### config.mk
export PLATFORM = sky130hd
export DESIGN_NAME = lru_page_replacement_core
export DESIGN_NICKNAME = d
export VERILOG_FILES = /design/src/sv/lrupr_pkg.sv /design/src/sv/lrupr_cell.sv /design/src/sv/lru_page_replacement_core.sv
export VERILOG_INCLUDE_DIRS = /design/src /design/src/sv
export SDC_FILE = /design/constraint.sdc
export NUM_CORES = 1
export LEC_CHECK = 0
export BUFFER_PORTS_ARGS = -buffer_cell sky130_fd_sc_hd__buf_2
export CAP_MARGIN = 0
export CORE_MARGIN = 3
export CORE_UTILIZATION = 54
export CTS_CLUSTER_DIAMETER = 80
export CTS_CLUSTER_SIZE = 8
export DETAILED_ROUTE_END_ITERATION = 10
export GPL_TIMING_DRIVEN = 1
export PLACE_DENSITY_LB_ADDON = 0.2
export SLEW_MARGIN = 20
export SYNTH_ARGS = -nofsm -noshare
export SYNTH_HDL_FRONTEND = slang
export SYNTH_HIERARCHICAL = 1
export SYNTH_SLANG_ARGS = --single-unit
### constraint.sdc
create_clock -name clk_i -period 3.5 [get_ports clk_i]
set_input_delay 0.175 -clock clk_i [delete_from_list [all_inputs] [get_ports clk_i]]
set_output_delay 0.175 -clock clk_i [all_outputs]
set_load 0.05 [all_outputs]
### src/sv/lru_page_replacement_core_assert.svh
// assertion macros for the lru page replacement core
// all three expect clk_i and rst_ni in the scope of the caller
`ifndef LRU_PAGE_REPLACEMENT_CORE_ASSERT_SVH
`define LRU_PAGE_REPLACEMENT_CORE_ASSERT_SVH

// condition must hold at every clock edge outside reset
`define LRUPR_ASSERT_ALWAYS(lbl, cond, msg) \
  lbl: assert property (@(posedge clk_i) disable iff (!rst_ni) (cond)) else $error(msg);

// consequent must hold in the same cycle as the antecedent
`define LRUPR_ASSERT_IMPLIES(lbl, ante, cons, msg) \
  lbl: assert property (@(posedge clk_i) disable iff (!rst_ni) (ante) |-> (cons)) \
    else $error(msg);

// consequent must hold in the cycle after the antecedent
`define LRUPR_ASSERT_NEXT(lbl, ante, cons, msg) \
  lbl: assert property (@(posedge clk_i) disable iff (!rst_ni) (ante) |=> (cons)) \
    else $error(msg);

`endif

### src/sv/lrupr_pkg.sv
`timescale 1ns / 1ps

package lrupr_pkg;

  // index and rank fields cover the largest frame count of 16
  localparam int unsigned IDX_W     = 4;
  localparam int unsigned FRAME_W   = 2;
  localparam int unsigned FIU_W     = 3;
  localparam logic [FIU_W-1:0] FIU_RESET = 3'd3;
  localparam int unsigned CNT_W     = 32;

  // search record walking down the cell chain
  typedef struct packed {
    logic             go;
    logic             hit;
    logic [IDX_W-1:0] hit_idx;
    logic [IDX_W-1:0] hit_rank;
    logic             empty;
    logic [IDX_W-1:0] empty_idx;
    logic [IDX_W-1:0] best_rank;
    logic [IDX_W-1:0] best_idx;
  } scan_t;

  // update broadcast to all cells at commit
  typedef struct packed {
    logic             en;
    logic             fill;
    logic             age_all;
    logic [IDX_W-1:0] idx;
    logic [IDX_W-1:0] limit;
  } upd_t;

endpackage

### src/sv/lrupr_cell.sv
`timescale 1ns / 1ps

module lrupr_cell #(
  parameter int unsigned FRAMES    = 4,
  parameter int unsigned PAGE_BITS = 16,
  parameter int unsigned IDX       = 0
) (
  input  logic                 clk_i,
  input  logic                 rst_ni,
  input  logic                 act_i,
  input  logic [PAGE_BITS-1:0] req_page_i,
  input  lrupr_pkg::scan_t     scan_i,
  output lrupr_pkg::scan_t     scan_o,
  input  lrupr_pkg::upd_t      upd_i,
  output logic [PAGE_BITS-1:0] page_o
);

  localparam int unsigned RW = (FRAMES > 1) ? $clog2(FRAMES) : 1;
  localparam logic [RW-1:0] RANK_MAX = RW'(FRAMES - 1);
  localparam logic [lrupr_pkg::IDX_W-1:0] MY_IDX = lrupr_pkg::IDX_W'(IDX);

  logic [PAGE_BITS-1:0]          page_q;
  logic                          valid_q;
  logic [RW-1:0]                 rank_q;
  logic [lrupr_pkg::IDX_W-1:0]   rank_ext;
  lrupr_pkg::scan_t              scan_d, scan_q;

  assign rank_ext = lrupr_pkg::IDX_W'(rank_q);
  assign page_o   = page_q;
  assign scan_o   = scan_q;

  // local compare, first empty and oldest rank so far
  always_comb begin
    scan_d = scan_i;
    if (scan_i.go && act_i) begin
      if (!scan_i.hit && valid_q && (page_q == req_page_i)) begin
        scan_d.hit      = 1'b1;
        scan_d.hit_idx  = MY_IDX;
        scan_d.hit_rank = rank_ext;
      end
      if (!scan_i.empty && !valid_q) begin
        scan_d.empty     = 1'b1;
        scan_d.empty_idx = MY_IDX;
      end
      if (rank_ext > scan_i.best_rank) begin
        scan_d.best_rank = rank_ext;
        scan_d.best_idx  = MY_IDX;
      end
    end
  end

  always_ff @(posedge clk_i or negedge rst_ni) begin
    if (!rst_ni) begin
      scan_q <= '0;
    end else begin
      scan_q <= scan_d;
    end
  end

  always_ff @(posedge clk_i or negedge rst_ni) begin
    if (!rst_ni) begin
      page_q  <= '0;
      valid_q <= 1'b0;
      rank_q  <= '0;
    end else if (upd_i.en && act_i) begin
      if (upd_i.idx == MY_IDX) begin
        rank_q <= '0;
        if (upd_i.fill) begin
          page_q  <= req_page_i;
          valid_q <= 1'b1;
        end
      end else if (valid_q && (upd_i.age_all || (rank_ext < upd_i.limit))
                   && (rank_q != RANK_MAX)) begin
        rank_q <= rank_q + RW'(1);
      end
    end
  end

endmodule

### src/sv/lru_page_replacement_core.sv
`timescale 1ns / 1ps
// lru page replacement core
// input stream: one page reference per transaction, page number in s_axis_tdata
// output stream: one result per reference; tuser carries hit and evicted_valid,
//   tdata carries frame, evicted page and the saturating hit and fault totals
// config: cfg_we_i writes frames_in_use (0 acts as 1, above FRAMES acts as FRAMES);
//   write only while the core is idle
// path: a taken reference starts the token in go0_q, the token passes each cell
//   register, dec_q holds the decision and a commit loads the output register once free
// one reference at a time, taken only while idle; the search token walks the
//   chain of frame cells one cell per cycle and the decision then commits once
// the output register parts the two sides: a new reference is taken while the
//   previous result still waits; a stalled receiver holds the next commit
// reset: all frames empty, ranks and totals zero, frames_in_use back to 3
module lru_page_replacement_core #(
  parameter int unsigned FRAMES    = 4,
  parameter int unsigned PAGE_BITS = 16
) (
  input  logic                        clk_i,
  input  logic                        rst_ni,
  // configuration
  input  logic                        cfg_we_i,
  input  logic [lrupr_pkg::FIU_W-1:0] cfg_wdata_i,
  // reference stream
  input  logic                        s_axis_tvalid,
  output logic                        s_axis_tready,
  input  logic [((PAGE_BITS+7)/8)*8-1:0] s_axis_tdata,  // page
  // result stream
  output logic                        m_axis_tvalid,
  input  logic                        m_axis_tready,
  // frame, evicted_page, hit_count, fault_count
  output logic [((lrupr_pkg::FRAME_W+PAGE_BITS+2*lrupr_pkg::CNT_W+7)/8)*8-1:0] m_axis_tdata,
  output logic [1:0]                  m_axis_tuser   // hit, evicted_valid
);

  localparam int unsigned IW    = (FRAMES > 1) ? $clog2(FRAMES) : 1;
  localparam int unsigned OUT_W = ((lrupr_pkg::FRAME_W + PAGE_BITS
                                    + 2*lrupr_pkg::CNT_W + 7) / 8) * 8;

  typedef enum logic [2:0] {
    S_IDLE   = 3'b001,
    S_SCAN   = 3'b010,
    S_COMMIT = 3'b100
  } state_e;

  state_e                            state_q, state_d;
  logic [lrupr_pkg::FIU_W-1:0]       fiu_q;
  logic [lrupr_pkg::FIU_W-1:0]       n_act;
  logic [FRAMES-1:0]                 act;
  logic [PAGE_BITS-1:0]              req_q;
  logic                              go0_q;
  lrupr_pkg::scan_t                  rec_w [FRAMES+1];
  lrupr_pkg::scan_t                  dec_q;
  lrupr_pkg::upd_t                   upd;
  logic [PAGE_BITS-1:0]              page_w [FRAMES];
  logic [FRAMES:0]                   go_vec;

  logic                              s_acc, out_free, commit, c_evict;
  logic [lrupr_pkg::IDX_W-1:0]       c_idx;
  logic [PAGE_BITS-1:0]              c_ev_page;

  logic [lrupr_pkg::CNT_W-1:0]       hits_q, faults_q;
  logic                              m_valid_q;
  logic                              hit_q, ev_valid_q;
  logic [lrupr_pkg::FRAME_W-1:0]     frame_q;
  logic [PAGE_BITS-1:0]              ev_page_q;

  // handshakes
  assign s_axis_tready = (state_q == S_IDLE);
  assign s_acc         = s_axis_tvalid && s_axis_tready;
  assign out_free      = !m_valid_q || m_axis_tready;
  assign commit        = (state_q == S_COMMIT) && out_free;

  // configuration register
  always_ff @(posedge clk_i or negedge rst_ni) begin
    if (!rst_ni) begin
      fiu_q <= lrupr_pkg::FIU_RESET;
    end else if (cfg_we_i) begin
      fiu_q <= cfg_wdata_i;
    end
  end

  // active frame count, clamped to 1..FRAMES
  always_comb begin
    n_act = fiu_q;
    if (fiu_q == '0) begin
      n_act = lrupr_pkg::FIU_W'(1);
    end else if (32'(fiu_q) > FRAMES) begin
      n_act = lrupr_pkg::FIU_W'(FRAMES);
    end
  end

  // sequencer
  always_comb begin
    state_d = state_q;
    case (state_q)
      S_IDLE: begin
        if (s_acc) state_d = S_SCAN;
      end
      S_SCAN: begin
        if (rec_w[FRAMES].go) state_d = S_COMMIT;
      end
      S_COMMIT: begin
        if (out_free) state_d = S_IDLE;
      end
      default: state_d = S_IDLE;
    endcase
  end

  always_ff @(posedge clk_i or negedge rst_ni) begin
    if (!rst_ni) begin
      state_q <= S_IDLE;
      go0_q   <= 1'b0;
    end else begin
      state_q <= state_d;
      go0_q   <= s_acc;
    end
  end

  // request and decision hold registers
  always_ff @(posedge clk_i) begin
    if (s_acc) req_q <= s_axis_tdata[PAGE_BITS-1:0];
    if ((state_q == S_SCAN) && rec_w[FRAMES].go) dec_q <= rec_w[FRAMES];
  end

  // search token enters the head of the chain with nothing found yet
  always_comb begin
    rec_w[0]    = '0;
    rec_w[0].go = go0_q;
  end

  for (genvar k = 0; k < FRAMES; k++) begin : g_cell
    assign act[k]    = (32'(n_act) > k);
    assign go_vec[k] = rec_w[k].go;

    lrupr_cell #(
      .FRAMES    (FRAMES),
      .PAGE_BITS (PAGE_BITS),
      .IDX       (k)
    ) u_cell (
      .clk_i      (clk_i),
      .rst_ni     (rst_ni),
      .act_i      (act[k]),
      .req_page_i (req_q),
      .scan_i     (rec_w[k]),
      .scan_o     (rec_w[k+1]),
      .upd_i      (upd),
      .page_o     (page_w[k])
    );
  end
  assign go_vec[FRAMES] = rec_w[FRAMES].go;

  // decision: hit frame, else first empty frame, else the oldest frame
  always_comb begin
    c_evict = !dec_q.hit && !dec_q.empty;
    if (dec_q.hit) begin
      c_idx = dec_q.hit_idx;
    end else if (dec_q.empty) begin
      c_idx = dec_q.empty_idx;
    end else begin
      c_idx = dec_q.best_idx;
    end
    c_ev_page = c_evict ? page_w[dec_q.best_idx[IW-1:0]] : '0;

    // a hit ages only the frames younger than it; a fill ages all of them
    upd.en      = commit;
    upd.fill    = !dec_q.hit;
    upd.age_all = !dec_q.hit;
    upd.idx     = c_idx;
    upd.limit   = dec_q.hit_rank;
  end

  // saturating totals, they also feed the result payload directly
  always_ff @(posedge clk_i or negedge rst_ni) begin
    if (!rst_ni) begin
      hits_q   <= '0;
      faults_q <= '0;
    end else if (commit) begin
      if (dec_q.hit) begin
        if (hits_q != '1) hits_q <= hits_q + lrupr_pkg::CNT_W'(1);
      end else begin
        if (faults_q != '1) faults_q <= faults_q + lrupr_pkg::CNT_W'(1);
      end
    end
  end

  // output register
  always_ff @(posedge clk_i or negedge rst_ni) begin
    if (!rst_ni) begin
      m_valid_q <= 1'b0;
    end else if (commit) begin
      m_valid_q <= 1'b1;
    end else if (m_axis_tready) begin
      m_valid_q <= 1'b0;
    end
  end

  always_ff @(posedge clk_i) begin
    if (commit) begin
      hit_q      <= dec_q.hit;
      ev_valid_q <= c_evict;
      frame_q    <= c_idx[lrupr_pkg::FRAME_W-1:0];
      ev_page_q  <= c_ev_page;
    end
  end

  assign m_axis_tvalid = m_valid_q;
  assign m_axis_tuser  = {ev_valid_q, hit_q};
  assign m_axis_tdata  = OUT_W'({faults_q, hits_q, ev_page_q, frame_q});

  // checks
`include "lru_page_replacement_core_assert.svh"

  `LRUPR_ASSERT_ALWAYS(a_one_token, $onehot0(go_vec), "more than one search token in the chain")
  `LRUPR_ASSERT_NEXT(a_accept_scan, s_acc, state_q == S_SCAN, "accepted reference did not start a search")
  `LRUPR_ASSERT_IMPLIES(a_result_from_commit, $rose(m_axis_tvalid), $past(state_q == S_COMMIT), "result appeared without a commit")
  `LRUPR_ASSERT_IMPLIES(a_evict_has_no_hit, m_axis_tvalid, !(hit_q && ev_valid_q), "hit reported together with an eviction")

endmodule

==> key figures, run 1 <==
Routing
  • DRT Wirelength: 25300 um
  • Via density per instance: 5.26
  • Post-route ant nets: 0
  • WL/cell: 17.1 um
  • DR iter-0 viols: 514
  • First-pass DRT Iterations: 4
  • DR vias: 7768
  • DRC Markers: 0

Critical path
  • Arrival @ worst endpoint: 3.05 ns
  • Endpoint class of the critical path: register
  • Crit-path max FO: 17
  • CP startpoint kind: register
  • Reg-to-reg endpoint: g_cell[1].u_cell/page_o[4]
  • Worst path slowest cell: nor4b_1
  • R2R depth: 7
  • R2R setup slack: 0.84 ns
  • Critical path depth: 7
  • Worst Path Required: 3.89 ns
  • CP Class: register to register
  • R2R Path Start: dec_q[12]
  • Worst path cell trace: mux2i_1 -> o21ai_0 -> nor4b_1 -> inv_1 -> nor2_2 -> buf_4 -> mux2_2
  • Top Family by Delay on Critical Path: simple AND/OR/NAND/NOR gates
  • Worst path bufs/invs: 2
  • Largest stage delay on the critical path: 0.54 ns

Power and ir drop
  • Max IR drop VDD: 0.508 mV
  • PwrDens: 546 nW/um^2
  • Leakage: 0.00689 uW

CTS
  • CTS Buf Count: 42
  • Clk root buf: clkbuf_16
  • Clock Sinks: 290
  • Clk buf depth: 3
  • CTS H-Tree Depth: 2
  • Post_cts resized: 0
  • CTS tree: built
  • Skew-Pair Late Insertion Delay: 0.51 ns
  • Clk slew on worst S/H paths: 0.05 ns
  • Post-CTS Setup Inserts: 0

Global route
  • First-pass GRT wire length: 41500 um
  • GRT Util Overall: 20.3%
  • GRT overflow: 0
  • Initial antenna violation count: 0
  • Largest net degree at the start of global routing: 121
  • Vias in the first global route: 7889

Finish
  • Layout area overhead: 19.6%
  • Nets: 1180
  • Share of cells above drive strength 1: 28.0%
  • Antenna diodes: 0

Timing
  • Max-slew violation count: 0
  • F_max: 0.376 GHz
  • Setup slack after layout: 0.841 ns
  • Worst slew pin tran: 0.902 ns
  • RSZ-0062 raised after global routing: false
  • Clk_skew: 0.0138 ns
  • Rel. slew slack: 39.8%
  • Setup TNS: 0 ns
  • Crit share post-route: 76.0%
  • Hold Vio Cnt, Final: 0
  • Final Setup Violations: 0
  • Tmin final: 2.66 ns

Placed design
  • GPL Wtd Cong: 0.815
  • Post-DP HPWL: 17200 um
  • Input/output buffers: 109
  • Placement Setup Slack: 0.923 ns

Die
  • Die W: 159 um
  • IO Count: 116
  • Core Region: 22800 sq um
  • Die height: 159 um
  • Starting Density: 55.4%
  • Site Rows: 55
  • Die area: 25300 sq um

Yosys
  • Post-Syn Area: 12700 sq um
  • Syn avg cell area: 13.5 sq um
  • Syn. warnings: 6
  • Synth Instances: 941

Run
  • Max Cap Viol: 0

Status
  • Status: finished clean

Min path
  • HP Class: primary input to asynchronous set/reset pin
## per-stage QoR
step	cells	hold slack (ns)	utilization, %	cell area (sq um)	total power (uW)
global placement	1382	0.315	60.0	13700	4660
global route	1477	0.360	66.3	15100	8630
finish	1477	0.346	66.3	15100	8260
CTS	1477	0.341	66.3	15100	8380
detailed placement	1382	0.326	60.0	13700	4680
floorplan	976	-0.121	-	12800	4410
## registers in the layout (all words and copies together), names as in the netlist
name	cells
g_cell.u_cell/rank_q	8
ev_page_q	16
g_cell.u_cell/page_o	64
req_q	16
faults_q	32
ev_valid_q	1
g_cell.u_cell/scan_o	88
dec_q	18
fiu_q	3
go0_q	1
hits_q	32
frame_q	2
m_axis_tvalid	1
hit_q	1
state_q	3
g_cell.u_cell/valid_q	4
## final cells by class
cell class                 instances  area, sq um
clock buffer                      68         1170
tap                              313          392
multi-input combinational        634         5030
sequential                       290         7530
timing repair buffer             145          913
inverter                          25         93.8
fill                            1720         7700
clock inverter                     2         17.5
## timing repair
action                     CTS  global route
setup endpoints to repair    0             0
hold endpoints to repair   137             0
hold buffers                25             0
## power by group
group          total (uW)  switching, uW  internal [uW]  leakage [uW]
logic                 729            436            294       0.00277
registers            3920            226           3700       0.00355
clock network        3610           1360           2260      0.000568
## worst max path at each step
stage	startpoint	to	slack [ns]
after floorplan	m_axis_tvalid	g_cell[3].u_cell/page_o[10]	0.20
after global placement	dec_q[12]	g_cell[1].u_cell/page_o[2]	1.0
after detailed placement	dec_q[12]	g_cell[1].u_cell/page_o[4]	0.92
after CTS	dec_q[12]	g_cell[1].u_cell/page_o[4]	0.88
after global routing	dec_q[12]	g_cell[1].u_cell/page_o[4]	0.69
final	dec_q[12]	g_cell[1].u_cell/page_o[4]	0.84
## cell usage in the layout, fill, tap and decap left out, types with 5 or more instances in the layout
cell type        n
nand2b_1         9
nand4_1         37
mux2_2          75
mux2_4           8
nor4b_1          6
mux4_2          16
and2_1          29
or2_2           17
mux2i_1          5
ha_1            18
clkbuf_1        25
nor2b_1         22
buf_2          108
and3_1           5
nor2_2           5
dfrtp_1        233
xor2_1          39
xnor2_1         85
nand2_1         38
edfxtp_1        54
inv_1           25
nor2_1          24
clkbuf_16       43
nor3_1          19
and2b_2         20
dlygate4sd3_1   25
o21ai_0         12
nor4_1           6
nand3_1         39
a21oi_1          8
buf_4            9
and4_1           7
conb_1          37
## routing by layer
| layer | vias up | global-route usage [%] | share of wire (%) |
|---|---|---|---|
| met2 | 195 | 32.5 | 47 |
| li1 | 3672 | - | - |
| met5 | - | 0 | 0 |
| met4 | 0 | 5.85 | 2.2 |
| met1 | 3859 | 28.6 | 46 |
| met3 | 42 | 3.88 | 4.8 |
No activity file was read; power rests on OpenSTA's default activity.
==> run 2, diff against run 1 <==
- ABC_AREA: unset -> 1
- CORE_UTILIZATION: 54 -> 60
- clock period: 3.5 -> 2.6 ns (I/O delays scaled with it)
==> run 2 against run 1 <==
Compared with the run above:
- area after synthesis increased by 15%
- critical path type unchanged
- maximum frequency increased by 20%
- combinational power is 77% higher
- sequential cell count did not move
- die area is 3.6% higher
- worst setup slack lost 0.46 ns
- register-to-register slack lost 0.46 ns
==> key figures, run 2 <==
Global route
  • Vias in the first global route: 11500 (was 7889)
  • GRT Util Overall: 26.3% (was 20.3%)
  • GRT overflow: 0 (unchanged)
  • Largest net degree at the start of global routing: 84 (was 121)
  • Initial antenna violation count: 0 (unchanged)
  • First-pass GRT wire length: 56300 um (was 41500 um)

Critical path
  • Endpoint class of the critical path: register (unchanged)
  • CP Class: register to register (unchanged)
  • CP startpoint kind: register (unchanged)
  • Crit-path max FO: 33 (was 17)
  • Worst Path Required: 3.02 ns (was 3.89 ns)
  • R2R setup slack: 0.38 ns (was 0.84 ns)
  • Arrival @ worst endpoint: 2.64 ns (was 3.05 ns)

Timing
  • Rel. slew slack: 55.0% (was 39.8%)
  • RSZ-0062 raised after global routing: false (unchanged)
  • Clk_skew: 0.0185 ns (was 0.0138 ns)
  • Final Setup Violations: 0 (unchanged)
  • Crit share post-route: 85.4% (was 76.0%)
  • Worst slew pin tran: 0.676 ns (was 0.902 ns)
  • F_max: 0.451 GHz (was 0.376 GHz)
  • Hold Vio Cnt, Final: 0 (unchanged)
  • Max-slew violation count: 0 (unchanged)
  • Setup TNS: 0 ns (unchanged)
  • Tmin final: 2.22 ns (was 2.66 ns)

Routing
  • First-pass DRT Iterations: 6 (was 4)
  • WL/cell: 14.4 um (was 17.1 um)
  • DRT Wirelength: 34200 um (was 25300 um)
  • DRC Markers: 0 (unchanged)
  • DR iter-0 viols: 1155 (was 514)
  • Via density per instance: 5.14 (was 5.26)
  • Post-route ant nets: 0 (unchanged)
  • DR vias: 12200 (was 7768)

Finish
  • Share of cells above drive strength 1: 12.0% (was 28.0%)
  • Most frequent cells in the layout: 645 x nand2_1, 241 x inv_1, 233 x dfrtp_1 (was 233 x dfrtp_1, 108 x buf_2, 85 x xnor2_1)
  • Commonest non-fill, non-tap cell in the layout: nand2_1 (was dfrtp_1)
  • Nets: 2066 (was 1180)
  • Layout area overhead: 16.8% (was 19.6%)
  • Max reg flops: 88 (unchanged)
  • Post-Layout Cell Count: 2374 (was 1477)
  • Final Util: 72.0% (was 66.3%)
  • Antenna diodes: 0 (unchanged)

CTS
  • Clock Sinks: 290 (unchanged)
  • Clk root buf: clkbuf_16 (unchanged)
  • CTS Buf Count: 42 (unchanged)
  • CTS tree: built (unchanged)
  • Clk buf depth: 3 (unchanged)
  • Skew-Pair Late Insertion Delay: 0.54 ns (was 0.51 ns)
  • Clk slew on worst S/H paths: 0.05 ns (about the same)
  • Post_cts resized: 0 (unchanged)
  • Post-CTS Setup Inserts: 0 (unchanged)
  • CTS H-Tree Depth: 2 (unchanged)
  • CTS Hold Bufs: 28 (was 25)

Yosys
  • Synth Instances: 1843 (was 941)
  • Syn avg cell area: 7.92 sq um (was 13.5 sq um)
  • Post-Syn Area: 14600 sq um (was 12700 sq um)
  • Syn. warnings: 6 (unchanged)

Die
  • Starting Density: 61.6% (was 55.4%)
  • IO Count: 116 (unchanged)
  • Site Rows: 56 (was 55)
  • Die area: 26200 sq um (was 25300 sq um)
  • Die height: 162 um (was 159 um)
  • Core Region: 23700 sq um (was 22800 sq um)
  • Die W: 162 um (was 159 um)

Placed design
  • Post-DP HPWL: 23700 um (was 17200 um)
  • GPL Wtd Cong: 0.942 (was 0.815)
  • Placed Cells: 2271 (was 1382)
  • Input/output buffers: 109 (unchanged)

Run
  • Max Cap Viol: 0 (unchanged)

Power and ir drop
  • Power, Total: 11500 uW (was 8260 uW)
  • Leakage: 0.00842 uW (was 0.00689 uW)
  • Max IR drop VDD: 0.597 mV (was 0.508 mV)
  • PwrDens: 677 nW/um^2 (was 546 nW/um^2)

Status
  • Status: finished clean (unchanged)

Min path
  • HP Class: primary input to asynchronous set/reset pin (unchanged)
==> run 2: final cells by class <==
cell class	count	area, sq um
clock buffer	71	1160
clock inverter	4	67.6
fill	1793	6640
inverter	253	952
multi-input combinational	1287	5980
sequential	290	7530
tap	319	399
timing repair buffer	150	958
==> run 2: routing by layer <==
layer  vias to the layer above  share of wire (%)  global-route usage (%)
li1                       6000                  -                       -
met1                      5752                 44                    36.2
met2                       391                 48                    44.1
met3                        56                6.3                    3.67
met4                         0                2.1                    7.68
met5                         -                  0                       0
==> run 2: metrics by stage <==
stage	area, sq um	hold slack (ns)	setup WS, ns
6_report	17000	0.196	0.381
2_1_floorplan	14700	-0.166	0.0535
4_1_cts	17000	0.213	0.392
3_3_place_gp	15500	0.169	0.532
5_1_grt	17000	0.251	0.165
3_5_place_dp	15500	0.175	0.403
==> run 2: path summary, 6_finish.rpt <==
check,start,end,cells past startpoint
max,dec_q[21],g_cell[3].u_cell/page_o[2],6
min,rst_ni,faults_q[15],2
min in group clk_i,s_axis_tdata[6],req_q[6],2
max in group asynchronous,rst_ni,g_cell[1].u_cell/page_o[15],3
min reg2reg,g_cell[0].u_cell/scan_o[7],g_cell[1].u_cell/scan_o[7],0
max reg2reg,dec_q[21],g_cell[3].u_cell/page_o[2],6
==> run 2: critical path: stages, from the launching register on <==
cell      delay, ns
edfxtp_1       0.50
inv_2          0.27
nor2_1         0.08
a21oi_1        0.32
nand3_1        0.22
nand3b_4       0.42
o21ai_0        0.30
==> run 2: power by group <==
group	internal (uW)	leakage (uW)	switching (uW)	total, uW
combinational	410	0.00428	881	1290
sequential	4930	0.00356	303	5240
clock	3040	0.000582	1970	5010
total	8390	0.00842	3150	11500
==> run 3, diff against run 2 <==
- CORE_UTILIZATION: 60 -> 39
==> run 3 against run 2 <==
Compared with the run above:
- final cell count increased by 6.0%
- non-clock buffer count increased by 1
- total power shrank 0.59%
- count of clock-buffer cells in the layout fell by 6
- largest cell class unchanged
- maximum frequency decreased by 0.97%
- die area rose by 52%
- critical endpoint is now hits_q[27]
- sequential cell count is the same
- clock skew up 0.0082 ns
- hold slack lost 0.0088 ns
- worst setup slack got worse by 0.022 ns
==> key figures, run 3 (synthesized netlist as in run 2, its figures left out) <==
CTS
  • Skew-Pair Late Insertion Delay: 0.53 ns (was 0.54 ns)
  • Clk slew on worst S/H paths: 0.05 ns (about the same)
  • Clock Sinks: 290 (unchanged)
  • Post-CTS Setup Inserts: 0 (unchanged)
  • Clk buf depth: 3 (unchanged)
  • CTS Hold Bufs: 25 (was 28)
  • CTS Buf Count: 42 (unchanged)
  • CTS tree: built (unchanged)
  • CTS H-Tree Depth: 2 (unchanged)
  • Clk root buf: clkbuf_16 (unchanged)
  • Post_cts resized: 0 (unchanged)

Timing
  • Max-slew violation count: 0 (unchanged)
  • Final Setup Violations: 0 (unchanged)
  • Worst slew pin tran: 0.721 ns (was 0.676 ns)
  • Tmin final: 2.24 ns (was 2.22 ns)
  • Crit share post-route: 86.2% (was 85.4%)
  • Setup slack after layout: 0.359 ns (was 0.381 ns)
  • Clk_skew: 0.0268 ns (was 0.0185 ns)
  • Rel. slew slack: 51.9% (was 55.0%)
  • F_max: 0.446 GHz (was 0.451 GHz)
  • Setup TNS: 0 ns (unchanged)
  • RSZ-0062 raised after global routing: false (unchanged)
  • Hold Vio Cnt, Final: 0 (unchanged)

Die
  • Site Rows: 70 (was 56)
  • Die area: 39800 sq um (was 26200 sq um)
  • Starting Density: 39.7% (was 61.6%)
  • Die height: 199 um (was 162 um)
  • Core Region: 36800 sq um (was 23700 sq um)
  • IO Count: 116 (unchanged)
  • Die W: 199 um (was 162 um)

Routing
  • Post-route ant nets: 0 (unchanged)
  • DR iter-0 viols: 724 (was 1155)
  • Via density per instance: 4.66 (was 5.14)
  • DRC Markers: 0 (unchanged)
  • WL/cell: 14.3 um (was 14.4 um)
  • DRT Wirelength: 36100 um (was 34200 um)
  • DR vias: 11700 (was 12200)
  • First-pass DRT Iterations: 5 (was 6)

Placed design
  • Post-DP HPWL: 26200 um (was 23700 um)
  • Placement Setup Slack: 0.381 ns (was 0.403 ns)
  • GPL Wtd Cong: 0.855 (was 0.942)
  • Input/output buffers: 109 (unchanged)

Critical path
  • Crit-path max FO: 23 (was 33)
  • CP Class: register to register (unchanged)
  • CP startpoint kind: register (unchanged)
  • Most used cell, CP: nand2_1
  • Largest stage delay on the critical path: 0.43 ns (was 0.50 ns)
  • Endpoint class of the critical path: register (unchanged)
  • Arrival @ worst endpoint: 2.66 ns (was 2.64 ns)
  • Worst path cell trace: ha_1 -> nand2_1 -> nor2_4 -> nand2_2 -> nor2_2 -> nand2_2 -> nand2_4 -> inv_2 -> nand2_1 -> nand2_1 (was inv_2 -> nor2_1 -> a21oi_1 -> nand3_1 -> nand3b_4 -> o21ai_0)
  • Worst Path Required: 3.01 ns (was 3.02 ns)
  • Worst path slowest cell: dfrtp_1 (was edfxtp_1)

Finish
  • Nets: 2067 (was 2066)
  • Commonest non-fill, non-tap cell in the layout: nand2_1 (unchanged)
  • Max reg flops: 88 (unchanged)
  • Most frequent cells in the layout: 645 x nand2_1, 241 x inv_1, 233 x dfrtp_1 (unchanged)
  • Share of cells above drive strength 1: 12.3% (was 12.0%)
  • Antenna diodes: 0 (unchanged)
  • Layout area overhead: 17.9% (was 16.8%)

Min path
  • HP Class: primary input to asynchronous set/reset pin (unchanged)

Global route
  • GRT Util Overall: 18.3% (was 26.3%)
  • Largest net degree at the start of global routing: 86 (was 84)
  • GRT overflow: 0 (unchanged)
  • Initial antenna violation count: 0 (unchanged)
  • First-pass GRT wire length: 58200 um (was 56300 um)
  • Vias in the first global route: 11200 (was 11500)

Power and ir drop
  • Leakage: 0.00842 uW (about the same)
  • PwrDens: 667 nW/um^2 (was 677 nW/um^2)
  • Max IR drop VDD: 0.372 mV (was 0.597 mV)

Run
  • Max Cap Viol: 0 (unchanged)

Status
  • Status: finished clean (unchanged)
==> run 3: cell types whose count changed in the layout (fill, tap and decap cells not counted), sizes merged <==
| cell | delta |
|---|---|
| inv | -1 |
| clkbuf | -6 |
| clkinv | -1 |
| dlygate4sd3 | -3 |
| buf | +4 |
==> run 3: path summary, 6_finish.rpt <==
path                                            start  depth (start not counted)  slack [ns]                          to
min in group clk_i                   s_axis_tdata[11]                          2        0.30                   req_q[11]
max                                         hits_q[0]                         10        0.36                  hits_q[27]
min reg2reg                g_cell[1].u_cell/scan_o[7]                          0        0.37  g_cell[2].u_cell/scan_o[7]
min                                            rst_ni                          2        0.19                faults_q[31]
max reg2reg                                 hits_q[0]                         10        0.36                  hits_q[27]
max in group asynchronous                      rst_ni                          3        1.62                  state_q[0]
==> run 3: final cells by class <==
class                   instances  area (sq um)
fillers                      3614         19600
multi-input cells            1287          5980
repair buffers                151           971
flip-flops and latches        290          7530
inverters                     253           952
clock inverters                 2          17.5
well taps                     468           586
clock buffers                  65          1160
==> run 3: routing by layer <==
| layer | GRT usage (%) | part of all wire [%] | up-vias | wire [um] |
|---|---|---|---|---|
| met1 | 25.6 | 46 | 5414 | 16800 |
| li1 | - | - | 6014 | - |
| met4 | 3.70 | 1.3 | 0 | 465 |
| met3 | 3.00 | 5.5 | 38 | 1980 |
| met5 | 0 | 0 | - | 0 |
| met2 | 30.5 | 47 | 260 | 16900 |
==> run 3: critical path: cells and delay by family (launching register included) <==
kind / cells / cell delay (ns)
simple gates: 8 / 1.27
flops: 1 / 0.43
fa+ha+maj: 1 / 0.22
buf+inv: 1 / 0.20
==> run 3: metrics by stage <==
stage               cell area, sq um  utilization (%)  std cells  power [uW]  hold slack [ns]
finish                         17200             46.7       2516       11500            0.188
CTS                            17200             46.7       2516       11600            0.224
detailed placement             15800             42.9       2424        6590            0.191
global route                   17200             46.7       2516       12000            0.268
floorplan                      14700                -       1877        6100           -0.166
global placement               15800             42.9       2424        6560            0.186
==> run 3: power breakdown <==
| group | internal (uW) | switching, uW |
|---|---|---|
| clock network | 3020 | 1900 |
| logic | 414 | 890 |
| registers | 4940 | 304 |
